### config.mk
export PLATFORM = sky130hd
export DESIGN_NAME = kict_seq
export DESIGN_NICKNAME = d
export VERILOG_FILES = /design/src/hdl/kict_pkg.sv /design/src/hdl/kict_alu.sv /design/src/hdl/kict_seq.sv
export SDC_FILE = /design/constraint.sdc
export NUM_CORES = 1
export LEC_CHECK = 0
export ABC_AREA = 1
export BUFFER_PORTS_ARGS = -buffer_cell sky130_fd_sc_hd__buf_2
export CORE_AREA = 4 4 521 523
export CTS_BUF_LIST = sky130_fd_sc_hd__clkbuf_8
export DETAILED_ROUTE_END_ITERATION = 6
export DIE_AREA = 0 0 525 527
export PLACE_DENSITY_LB_ADDON = 0.25
export SYNTH_ARGS = -nofsm -noshare
export SYNTH_HDL_FRONTEND = slang
export SYNTH_SLANG_ARGS = --single-unit
export TNS_END_PERCENT = 10
### constraint.sdc
create_clock -name aclk -period 29.7 [get_ports aclk]
set_clock_uncertainty 0.2 [all_clocks]
set_input_delay 2.97 -clock aclk [delete_from_list [all_inputs] [get_ports aclk]]
set_output_delay 2.97 -clock aclk [all_outputs]
set_load 0.01 [all_outputs]
### src/hdl/kict_pkg.sv
// ----------------------------------------------------------------------------
// kict_pkg
// Shared types and codes for the key index counter table.
// ----------------------------------------------------------------------------
package kict_pkg;

    // Width of the key words, limits and indexes.
    localparam int unsigned WORD_W   = 64;
    localparam int unsigned PID_W    = 32;
    localparam int unsigned KEY_WRDS = 4;

    // Configuration register indexes (taken from paddr[2]).
    localparam logic REG_PID_IDX = 1'b0;

    typedef logic [KEY_WRDS-1:0][WORD_W-1:0] key_t;

    // Request opcodes.
    typedef enum logic [1:0] {
        OP_QUERY   = 2'd0,
        OP_RESERVE = 2'd1,
        OP_BOUND   = 2'd2,
        OP_REMAIN  = 2'd3
    } opcode_t;

    // Result status codes.
    typedef enum logic [2:0] {
        ST_OK        = 3'd0,
        ST_EXHAUSTED = 3'd1,
        ST_FORK      = 3'd2,
        ST_MISMATCH  = 3'd3,
        ST_BOUND     = 3'd4,
        ST_FULL      = 3'd5
    } status_t;

    // Sequencer states.
    typedef enum logic [2:0] {
        S_IDLE,
        S_CHECK,
        S_SCAN,
        S_INSERT,
        S_EXEC,
        S_INCR,
        S_FINISH
    } state_t;

    // Write request from the sequencer to the entry store.
    typedef struct packed {
        logic              set_valid;
        logic              key_we;
        logic              limit_we;
        logic              index_we;
        key_t              key;
        logic [WORD_W-1:0] limit;
        logic [WORD_W-1:0] index;
    } store_wr_t;

endpackage

### src/hdl/kict_alu.sv
// ----------------------------------------------------------------------------
// kict_alu
// Shared 64-bit add/subtract unit with carry out, used for the bound and
// limit compares and the index update of the sequencer.
// ----------------------------------------------------------------------------
module kict_alu
    import kict_pkg::*;
(
    input  logic [WORD_W-1:0] a,
    input  logic [WORD_W-1:0] b,
    input  logic              sub,
    output logic [WORD_W-1:0] result,
    output logic              carry
);

    logic [WORD_W:0] sum;
    logic [WORD_W-1:0] b_op;

    // In subtract mode the carry out is high when a >= b.
    assign b_op = sub ? ~b : b;
    assign sum  = {1'b0, a} + {1'b0, b_op} + {{WORD_W{1'b0}}, sub};
    assign result = sum[WORD_W-1:0];
    assign carry  = sum[WORD_W];

endmodule

### src/hdl/kict_seq.sv
// ----------------------------------------------------------------------------
// kict_seq
// Request sequencer: fork check, table scan one entry per cycle, insertion,
// opcode execution on the shared adder, and the result output register.
// ----------------------------------------------------------------------------
module kict_seq
    import kict_pkg::*;
#(
    parameter int unsigned ENTRIES = 16,
    parameter int unsigned IW      = 4
) (
    input  logic               aclk,
    input  logic               aresetn,
    input  logic [PID_W-1:0]   registry_pid,
    // Request transfer
    input  logic               in_valid,
    output logic               in_ready,
    input  opcode_t            in_opcode,
    input  key_t               in_key,
    input  logic [PID_W-1:0]   in_key_pid,
    input  logic [PID_W-1:0]   in_cur_pid,
    input  logic [WORD_W-1:0]  in_limit,
    input  logic [WORD_W-1:0]  in_bound,
    // Result transfer
    output logic               out_valid,
    input  logic               out_ready,
    output status_t            out_status,
    output logic [WORD_W-1:0]  out_value,
    // Entry store
    output logic [IW-1:0]      raddr,
    input  key_t               rd_key,
    input  logic [WORD_W-1:0]  rd_limit,
    input  logic [WORD_W-1:0]  rd_index,
    output logic [IW-1:0]      waddr,
    output store_wr_t          wr,
    input  logic [ENTRIES-1:0] entry_valid
);

    localparam logic [IW-1:0] LAST_IDX = IW'(ENTRIES - 1);

    state_t            state_reg, state_next;
    opcode_t           op_reg;
    key_t              key_reg;
    logic [PID_W-1:0]  kpid_reg, cpid_reg;
    logic [WORD_W-1:0] limit_reg, bound_reg;
    logic [IW-1:0]     scan_idx_reg, scan_idx_next;
    logic              issue_done_reg, issue_done_next;
    logic              pipe_live_reg, pipe_live_next;
    logic [IW-1:0]     pipe_idx_reg;
    logic              free_found_reg, free_found_next;
    logic [IW-1:0]     free_idx_reg, free_idx_next;
    logic [IW-1:0]     ent_idx_reg, ent_idx_next;
    logic [WORD_W-1:0] cur_reg, cur_next;
    logic [WORD_W-1:0] slim_reg, slim_next;
    status_t           status_reg, status_next;
    logic [WORD_W-1:0] value_reg, value_next;
    logic              fork_latch_reg, fork_latch_next;
    logic              out_valid_reg;
    status_t           out_status_reg;
    logic [WORD_W-1:0] out_value_reg;

    logic [WORD_W-1:0] alu_a, alu_b, alu_res;
    logic              alu_sub, alu_carry;
    logic              accept, bound_err, fork_now, hit, miss, mismatch;
    logic              exhausted, out_load;

    // Shared adder; operands depend on the step being executed.
    kict_alu u_alu (
        .a      (alu_a),
        .b      (alu_b),
        .sub    (alu_sub),
        .result (alu_res),
        .carry  (alu_carry)
    );

    always_comb begin
        alu_a   = limit_reg;
        alu_b   = bound_reg;
        alu_sub = 1'b1;
        if (state_reg == S_EXEC) begin
            if (op_reg == OP_BOUND) begin
                alu_a = cur_reg;
                alu_b = bound_reg;
            end else begin
                alu_a = limit_reg;
                alu_b = cur_reg;
            end
        end else if (state_reg == S_INCR) begin
            alu_a   = cur_reg;
            alu_b   = {{(WORD_W-1){1'b0}}, 1'b1};
            alu_sub = 1'b0;
        end
    end

    // Conditions used by both the state and the datapath logic.
    assign accept    = in_valid && in_ready;
    assign bound_err = (op_reg == OP_BOUND) && !alu_carry;
    assign fork_now  = fork_latch_reg ||
                       ((cpid_reg != '0) &&
                        (((registry_pid != '0) && (registry_pid != cpid_reg)) ||
                         ((kpid_reg != '0) && (kpid_reg != cpid_reg))));
    assign hit       = pipe_live_reg && entry_valid[pipe_idx_reg] && (rd_key == key_reg);
    assign miss      = pipe_live_reg && !hit && (pipe_idx_reg == LAST_IDX);
    assign mismatch  = slim_reg != limit_reg;
    assign exhausted = !alu_carry || (alu_res == '0);
    assign out_load  = (state_reg == S_FINISH) && (!out_valid_reg || out_ready);
    assign in_ready  = state_reg == S_IDLE;

    // Next state.
    always_comb begin
        state_next = state_reg;
        unique case (state_reg)
            S_IDLE: begin
                if (accept) begin
                    state_next = S_CHECK;
                end
            end
            S_CHECK: begin
                if (bound_err || fork_now) begin
                    state_next = S_FINISH;
                end else begin
                    state_next = S_SCAN;
                end
            end
            S_SCAN: begin
                if (hit) begin
                    state_next = S_EXEC;
                end else if (miss) begin
                    state_next = free_found_reg ? S_INSERT : S_FINISH;
                end
            end
            S_INSERT: begin
                state_next = S_EXEC;
            end
            S_EXEC: begin
                if (!mismatch && (op_reg == OP_RESERVE) && !exhausted) begin
                    state_next = S_INCR;
                end else begin
                    state_next = S_FINISH;
                end
            end
            S_INCR: begin
                state_next = S_FINISH;
            end
            S_FINISH: begin
                if (out_load) begin
                    state_next = S_IDLE;
                end
            end
            default: begin
                state_next = S_IDLE;
            end
        endcase
    end

    // Datapath and store control for each step.
    always_comb begin
        scan_idx_next   = scan_idx_reg;
        issue_done_next = issue_done_reg;
        pipe_live_next  = 1'b0;
        free_found_next = free_found_reg;
        free_idx_next   = free_idx_reg;
        ent_idx_next    = ent_idx_reg;
        cur_next        = cur_reg;
        slim_next       = slim_reg;
        status_next     = status_reg;
        value_next      = value_reg;
        fork_latch_next = fork_latch_reg;
        raddr           = scan_idx_reg;
        waddr           = ent_idx_reg;
        wr              = '0;
        wr.key          = key_reg;
        wr.limit        = limit_reg;
        wr.index        = '0;
        unique case (state_reg)
            S_IDLE: begin
            end
            S_CHECK: begin
                status_next     = ST_OK;
                value_next      = '0;
                scan_idx_next   = '0;
                issue_done_next = 1'b0;
                free_found_next = 1'b0;
                if (bound_err) begin
                    status_next = ST_BOUND;
                end else if (fork_now) begin
                    status_next     = ST_FORK;
                    fork_latch_next = 1'b1;
                end
            end
            S_SCAN: begin
                // Issue side: one read per cycle and the lowest free entry.
                if (!issue_done_reg) begin
                    pipe_live_next = 1'b1;
                    if (!entry_valid[scan_idx_reg] && !free_found_reg) begin
                        free_found_next = 1'b1;
                        free_idx_next   = scan_idx_reg;
                    end
                    if (scan_idx_reg == LAST_IDX) begin
                        issue_done_next = 1'b1;
                    end else begin
                        scan_idx_next = scan_idx_reg + 1'b1;
                    end
                end
                // Compare side: read data of the entry issued last cycle.
                if (hit) begin
                    ent_idx_next = pipe_idx_reg;
                    cur_next     = rd_index;
                    slim_next    = rd_limit;
                end else if (miss && !free_found_reg) begin
                    status_next = ST_FULL;
                end
            end
            S_INSERT: begin
                waddr        = free_idx_reg;
                wr.set_valid = 1'b1;
                wr.key_we    = 1'b1;
                wr.limit_we  = 1'b1;
                wr.index_we  = 1'b1;
                ent_idx_next = free_idx_reg;
                cur_next     = '0;
                slim_next    = limit_reg;
            end
            S_EXEC: begin
                if (mismatch) begin
                    status_next = ST_MISMATCH;
                end else begin
                    case (op_reg)
                        OP_QUERY: begin
                            value_next = cur_reg;
                        end
                        OP_RESERVE: begin
                            if (exhausted) begin
                                status_next = ST_EXHAUSTED;
                            end else begin
                                value_next = cur_reg;
                            end
                        end
                        OP_BOUND: begin
                            // Borrow means the bound lies above the index.
                            if (!alu_carry) begin
                                wr.index_we = 1'b1;
                                wr.index    = bound_reg;
                            end
                        end
                        default: begin
                            value_next = alu_carry ? alu_res : '0;
                        end
                    endcase
                end
            end
            S_INCR: begin
                wr.index_we = 1'b1;
                wr.index    = alu_res;
            end
            S_FINISH: begin
            end
            default: begin
            end
        endcase
    end

    // Control registers.
    always_ff @(posedge aclk) begin
        if (!aresetn) begin
            state_reg      <= S_IDLE;
            fork_latch_reg <= 1'b0;
            out_valid_reg  <= 1'b0;
            pipe_live_reg  <= 1'b0;
        end else begin
            state_reg      <= state_next;
            fork_latch_reg <= fork_latch_next;
            pipe_live_reg  <= pipe_live_next;
            if (out_load) begin
                out_valid_reg <= 1'b1;
            end else if (out_ready) begin
                out_valid_reg <= 1'b0;
            end
        end
    end

    // Payload registers.
    always_ff @(posedge aclk) begin
        if (accept) begin
            op_reg    <= in_opcode;
            key_reg   <= in_key;
            kpid_reg  <= in_key_pid;
            cpid_reg  <= in_cur_pid;
            limit_reg <= in_limit;
            bound_reg <= in_bound;
        end
        scan_idx_reg   <= scan_idx_next;
        issue_done_reg <= issue_done_next;
        pipe_idx_reg   <= scan_idx_reg;
        free_found_reg <= free_found_next;
        free_idx_reg   <= free_idx_next;
        ent_idx_reg    <= ent_idx_next;
        cur_reg        <= cur_next;
        slim_reg       <= slim_next;
        status_reg     <= status_next;
        value_reg      <= value_next;
        if (out_load) begin
            out_status_reg <= status_reg;
            out_value_reg  <= value_reg;
        end
    end

    assign out_valid  = out_valid_reg;
    assign out_status = out_status_reg;
    assign out_value  = out_value_reg;

endmodule

# Word level (Yosys, flattened, before mapping)

Index checks and enable logic that the tools add are counted.

Logic and storage cells: 170
Bits in registers: 736
Output and inout port bits: 465

Add/sub/neg operators: 3
Eq/ne operators: 28
Reduce and logical (&&, ||, !) cells: 47
Bitwise operators: 3
$lt $le $gt $ge: 2
Muxes and demuxes: 62

Operators with widths:

| cell                                                | count |
|---|---|
| 2-to-1 mux 64 bit                                   | 15 |
| case mux 64 bit (2 select lines)                    | 4 |
| == test 256 bit                                     | 1 |
| case mux 64 bit (3 select lines)                    | 1 |
| nonzero test 32 bit                                 | 3 |
| adder 64 x 64 -> 65 bit                             | 1 |
| adder 65 x 1 -> 65 bit                              | 1 |
| zero test 64 bit                                    | 1 |
| != test 32 bit                                      | 2 |
| != test 64 bit                                      | 1 |
| inverter 64 bit                                     | 1 |
| 2-to-1 mux 3 bit                                    | 13 |
| case mux 3 bit (7 select lines)                     | 1 |
| != test 2 bit (second input constant)               | 9 |
| 2-to-1 mux 4 bit                                    | 4 |
| case mux 4 bit (2 select lines)                     | 2 |
| AND reduction 3 bit                                 | 5 |
| logical AND 1 bit                                   | 14 |
| 2-to-1 mux 1 bit                                    | 14 |
| < comparator 4 x 5 -> 1 bit (second input constant) | 2 |
| == test 3 bit (second input constant)               | 3 |
| != test 3 bit (second input constant)               | 3 |
| case mux 3 bit (3 select lines)                     | 1 |
| binary-select mux 1 bit (select 4 bit)              | 2 |
| 21 further kinds                                    | 41 |

# Longest topological paths before layout

Depth in word-level cells: 13
Mapped depth: 35
Gate-level depth less buffers: 32

# Hierarchy

A second synthesis with hierarchy kept.

Cell total of the unflattened synthesis: 5301
Area, all modules: 42703.5 um^2

By module, submodules not included:

| module   | instances | area each (um^2) | cells an instance | seq. area each (um^2) |
|---|---|---|---|---|
| kict_seq | 1         | 36666.4          | 4111              | 22001.1 |
| kict_alu | 1         | 6037.0           | 1190              | 0.0 |

# Least setup slack after synthesis

Ideal clock, no wire load.

Kind: input port to flip-flop
Start point: in in_valid
End point: reg bound_reg[0] (enable)
Required time: 28228 ps
Data arrival time: 21444 ps
Buffers on the path: 0
Path slack: 6784 ps
Stages on the path: 2
Cell sequence: inv_1 nor2_1

Longest elaborated chain between the ends: 1

RTL lines:

| item                 | line            | source |
|---|---|---|
| start, declared      | kict_seq.sv:16  | `input logic in_valid,` |
| logical AND 1 bit    | kict_seq.sv:96  | `assign accept = in_valid && in_ready;` |
| via accept           | kict_seq.sv:64  | `logic accept, bound_err, fork_now, hit, miss, mismatch;` |
| end signal, assigned | kict_seq.sv:290 | `bound_reg <= in_bound;` |
| end, declared        | kict_seq.sv:45  | `logic [WORD_W-1:0] limit_reg, bound_reg;` |

The timed path passes the listed nets, and every way through them passes these cells.
A chain may end at the register's enable or synchronous reset.

==> impl_metrics.yaml <==
status:
  outcome: "complete, no violations"
floorplanning:
  num_rows: 190
  fp.dieW_um: 525
  initial_core_util_pct: 14.08
  die_h_um: 527
  ios: 1351
  die-area_um2: 276700
  core_um2: 267000
min_path:
  min_delay_path_depth: 0
  worstHoldStart: "value_reg[58]$_SDFFCE_PN0P_"
  min_path_type: "flip-flop to flip-flop"
  whs_endpoint: "out_value[58]$_DFFE_PP_"
routing:
  drt_iter0_markers: 3593
  drc_errors: 0
  firstDrtPassIters: 5
  dr_wl_met3_um: 25400
  wl_um: 332700
  top_layer_used: "met5"
  wl_per_cell_um: 37.01
  viasPerCell: 4.201
  ant_nets: 0
  dr_wl_met2_um: 163500
  route.vias.total: 37770
  wl_met1_um: 117800
yosys:
  netlist_area_um2: 37590
  yosys_most_used_dff: "edfxtp_1"
  synth-edff-count: 726
  seq_area_frac_synth_pct: 58.53
  yosysWarnings: 0
  ys_seq_elements: 736
  postSynth.asyncResetShare_pct: 0
  synth_cell_types: 58
  avgSynthCellArea_um2: 9.882
  synthesis.nets: 4755
  synthCells: 3804
sta:
  rsz0062_at_grt: "no"
  worstMarginPinSlew_ns: 1.187
  fmax_mhz: 89.48
  finalCritPeriodShare_pct: 37.63
  hold_viol: 0
  fin_tns_setup_ns: 0
  setup_viol: 0
  slew_headroom_pct: 20.01
  slew_viol_final: 0
  finalCriticalPeriod_ns: 11.18
worst_setup_path:
  reg2reg_to: "value_reg[50]$_SDFFCE_PN0P_"
  critPathLaunchType: "flip-flop"
  cp_slowest_cell: "buf_4"
  cp_top_family: "buffers and inverters"
  path_cells: "inv_4 -> nand3_4 -> inv_2 -> nand2_1 -> buf_4 -> nand2_4 -> buf_4 -> o21ai_0 -> ha_1 -> a21oi_1 -> o21ai_0 -> a21oi_1 -> nor3_1 -> nor3_1 -> nand2_1 -> a21oi_2 -> o31ai_4 -> nor2_4 -> buf_4 -> nand2_1 -> buf_4 -> o21ai_0 -> buf_2"
  critPathRequiredTime_ns: 26.53
  cpPeakStageDelay_ns: 0.68
  cp-end-kind: "primary output"
  cpMostUsedCell: "buf_4"
  ff2ff_path_depth: 26
  cp_num_buf_inv: 7
  cp_max_fo: 78
  worstSetupPathType: "flip-flop to primary output"
  cp.arrival_ns: 8.01
  r2r-start: "state_reg[0]$_SDFFE_PN0P_"
  reg2reg_setup_slack_ns: 21.03
power_and_ir_drop:
  switching_power_mw: 2.991
  peakVddDrop_v: 0.00006016
  power_switching_share_pct: 51.88
  cellInternalPower_mw: 2.774
  leakagePower_nw: 21.69
  power_frac_seq_pct: 31.4
  pwr-share-comb_pct: 49.2
  cellPowerDensity_nw_per_um2: 111.1
  power_frac_clock_pct: 19.4
clock_network:
  cts_buffers: 160
  root_buffer: "clkbuf_8"
  postCtsSetupBuffers: 0
  cts_tree: "built"
  insertion_delay_ns: 0.94
  clk_pin_slew_ns: 0.06
  clockBufferDepth: 4
  cts-hold-fix-buffers: 0
  h-tree-depth: 4
  cts.sink_count: 736
  cts_resized: 0
grt:
  overflow: 0
  grt_pass1_wl_um: 413900
  grt_pass1_vias: 38080
  antenna_found_initial: 258
  grt_max_degree: 145
  track_usage_pct: 23.04
final_layout:
  syn2layout_area_growth_pct: 38.00
  most-common-layout-cells: "buf_2, nand2_1, edfxtp_1"
  largest_reg_flops: 256
  drive_above_1_share_pct: 30.89
  finalNetCount: 6208
  final_cells: 8990
  stdcell_area_um2: 51870
  fin_util_pct: 19.43
  layout_commonest_cell: "buf_2"
place:
  postPlaceCellArea_um2: 48750
  gp_congestion: 0.9732
  io_buffers: 1350
  place_inst: 8647
  hpwl_um: 293200
run:
  maxCapViolCount: 0
==> through the flow <==
| stage | power, mW | hold slack [ns] | setup WS, ns |
|---|---|---|---|
| 2_1_floorplan | 3.225 | 0.2003 | 6.784 |
| 3_3_place_gp | 4.695 | 0.2048 | 19.59 |
| 3_5_place_dp | 4.660 | 0.2045 | 19.51 |
| 4_1_cts | 5.810 | 0.2083 | 18.44 |
| 5_1_grt | 6.018 | 0.2090 | 17.99 |
| 6_report | 5.765 | 0.2012 | 18.52 |
==> power by group through the flow <==
stage | registers, mW | logic [mW] | clock network, mW
after floorplan | 1.88 | 1.34 | 0
after global placement | 1.84 | 2.86 | 0
after detailed placement | 1.84 | 2.82 | 0
after CTS | 1.82 | 2.83 | 1.16
after global routing | 1.83 | 2.99 | 1.20
final | 1.81 | 2.84 | 1.12
==> cells in the mapped netlist, types with 10 or more instances <==
master     instances  area share, %
nand3_1          123            1.6
xor2_1           115            2.7
nand4_1           62            1.0
inv_1            526            5.3
a21oi_1          173            2.3
edfxtp_1         726             58
nor2_1           324            3.2
nand2_1          747            7.5
a32o_1            17           0.45
ha_1              64            2.1
o2111ai_1         13           0.30
or2_2             25           0.42
nand3b_1          15           0.30
nor4_1            68            1.1
buf_2             10           0.13
o21ai_0          308            4.1
clkbuf_1          79           0.79
nor3_1            39           0.52
nand2_2           15           0.25
a211oi_1          47           0.94
dfxtp_1           10           0.53
xnor2_1           75            1.7
a221oi_1          60            1.4
o22ai_1           64            1.1
==> worst max path at each step <==
stage          cells past startpoint  slack [ns]                     end                       from
3_3_place_gp                      23       19.59                  wr[38]  state_reg[0]$_SDFFE_PN0P_
4_1_cts                           23       18.44                  wr[35]  state_reg[0]$_SDFFE_PN0P_
3_5_place_dp                      23       19.51                  wr[35]  state_reg[0]$_SDFFE_PN0P_
2_1_floorplan                      2        6.78  bound_reg[0]$_DFFE_PP_                   in_valid
5_1_grt                           23       17.99                  wr[39]  state_reg[0]$_SDFFE_PN0P_
6_report                          23       18.52                  wr[35]  state_reg[0]$_SDFFE_PN0P_
==> cell families after synthesis <==
group,share of synthesized area (%)
adder cells (fa/ha/maj),2.183
multiplexers,0.02663
AND/OR/NAND/NOR,16.39
flip-flops,58.53
buffers and inverters,6.431
AO/OA/AOI/OAI,11.93
XOR/XNOR,4.513
==> final cells by class <==
class                           count  area, um2
Clock buffer                      164       2257
Sequential cell                   736      22000
Inverter                          533       2008
Multi-Input combinational cell   2436      13230
Fill cell                       30010     215100
Antenna cell                       67      167.7
Tap cell                         3552       4444
Timing Repair Buffer             1390       7069
Clock inverter                    112      700.7
==> per-layer routing <==
| metal | global-route usage [%] | up-vias |
|---|---|---|
| met3 | 6.577 | 768 |
| li1 | - | 16290 |
| met4 | 14.94 | 78 |
| met2 | 40.35 | 2063 |
| met5 | 0 | - |
| met1 | 24.17 | 18570 |
Power figures use the tool's default switching activity.
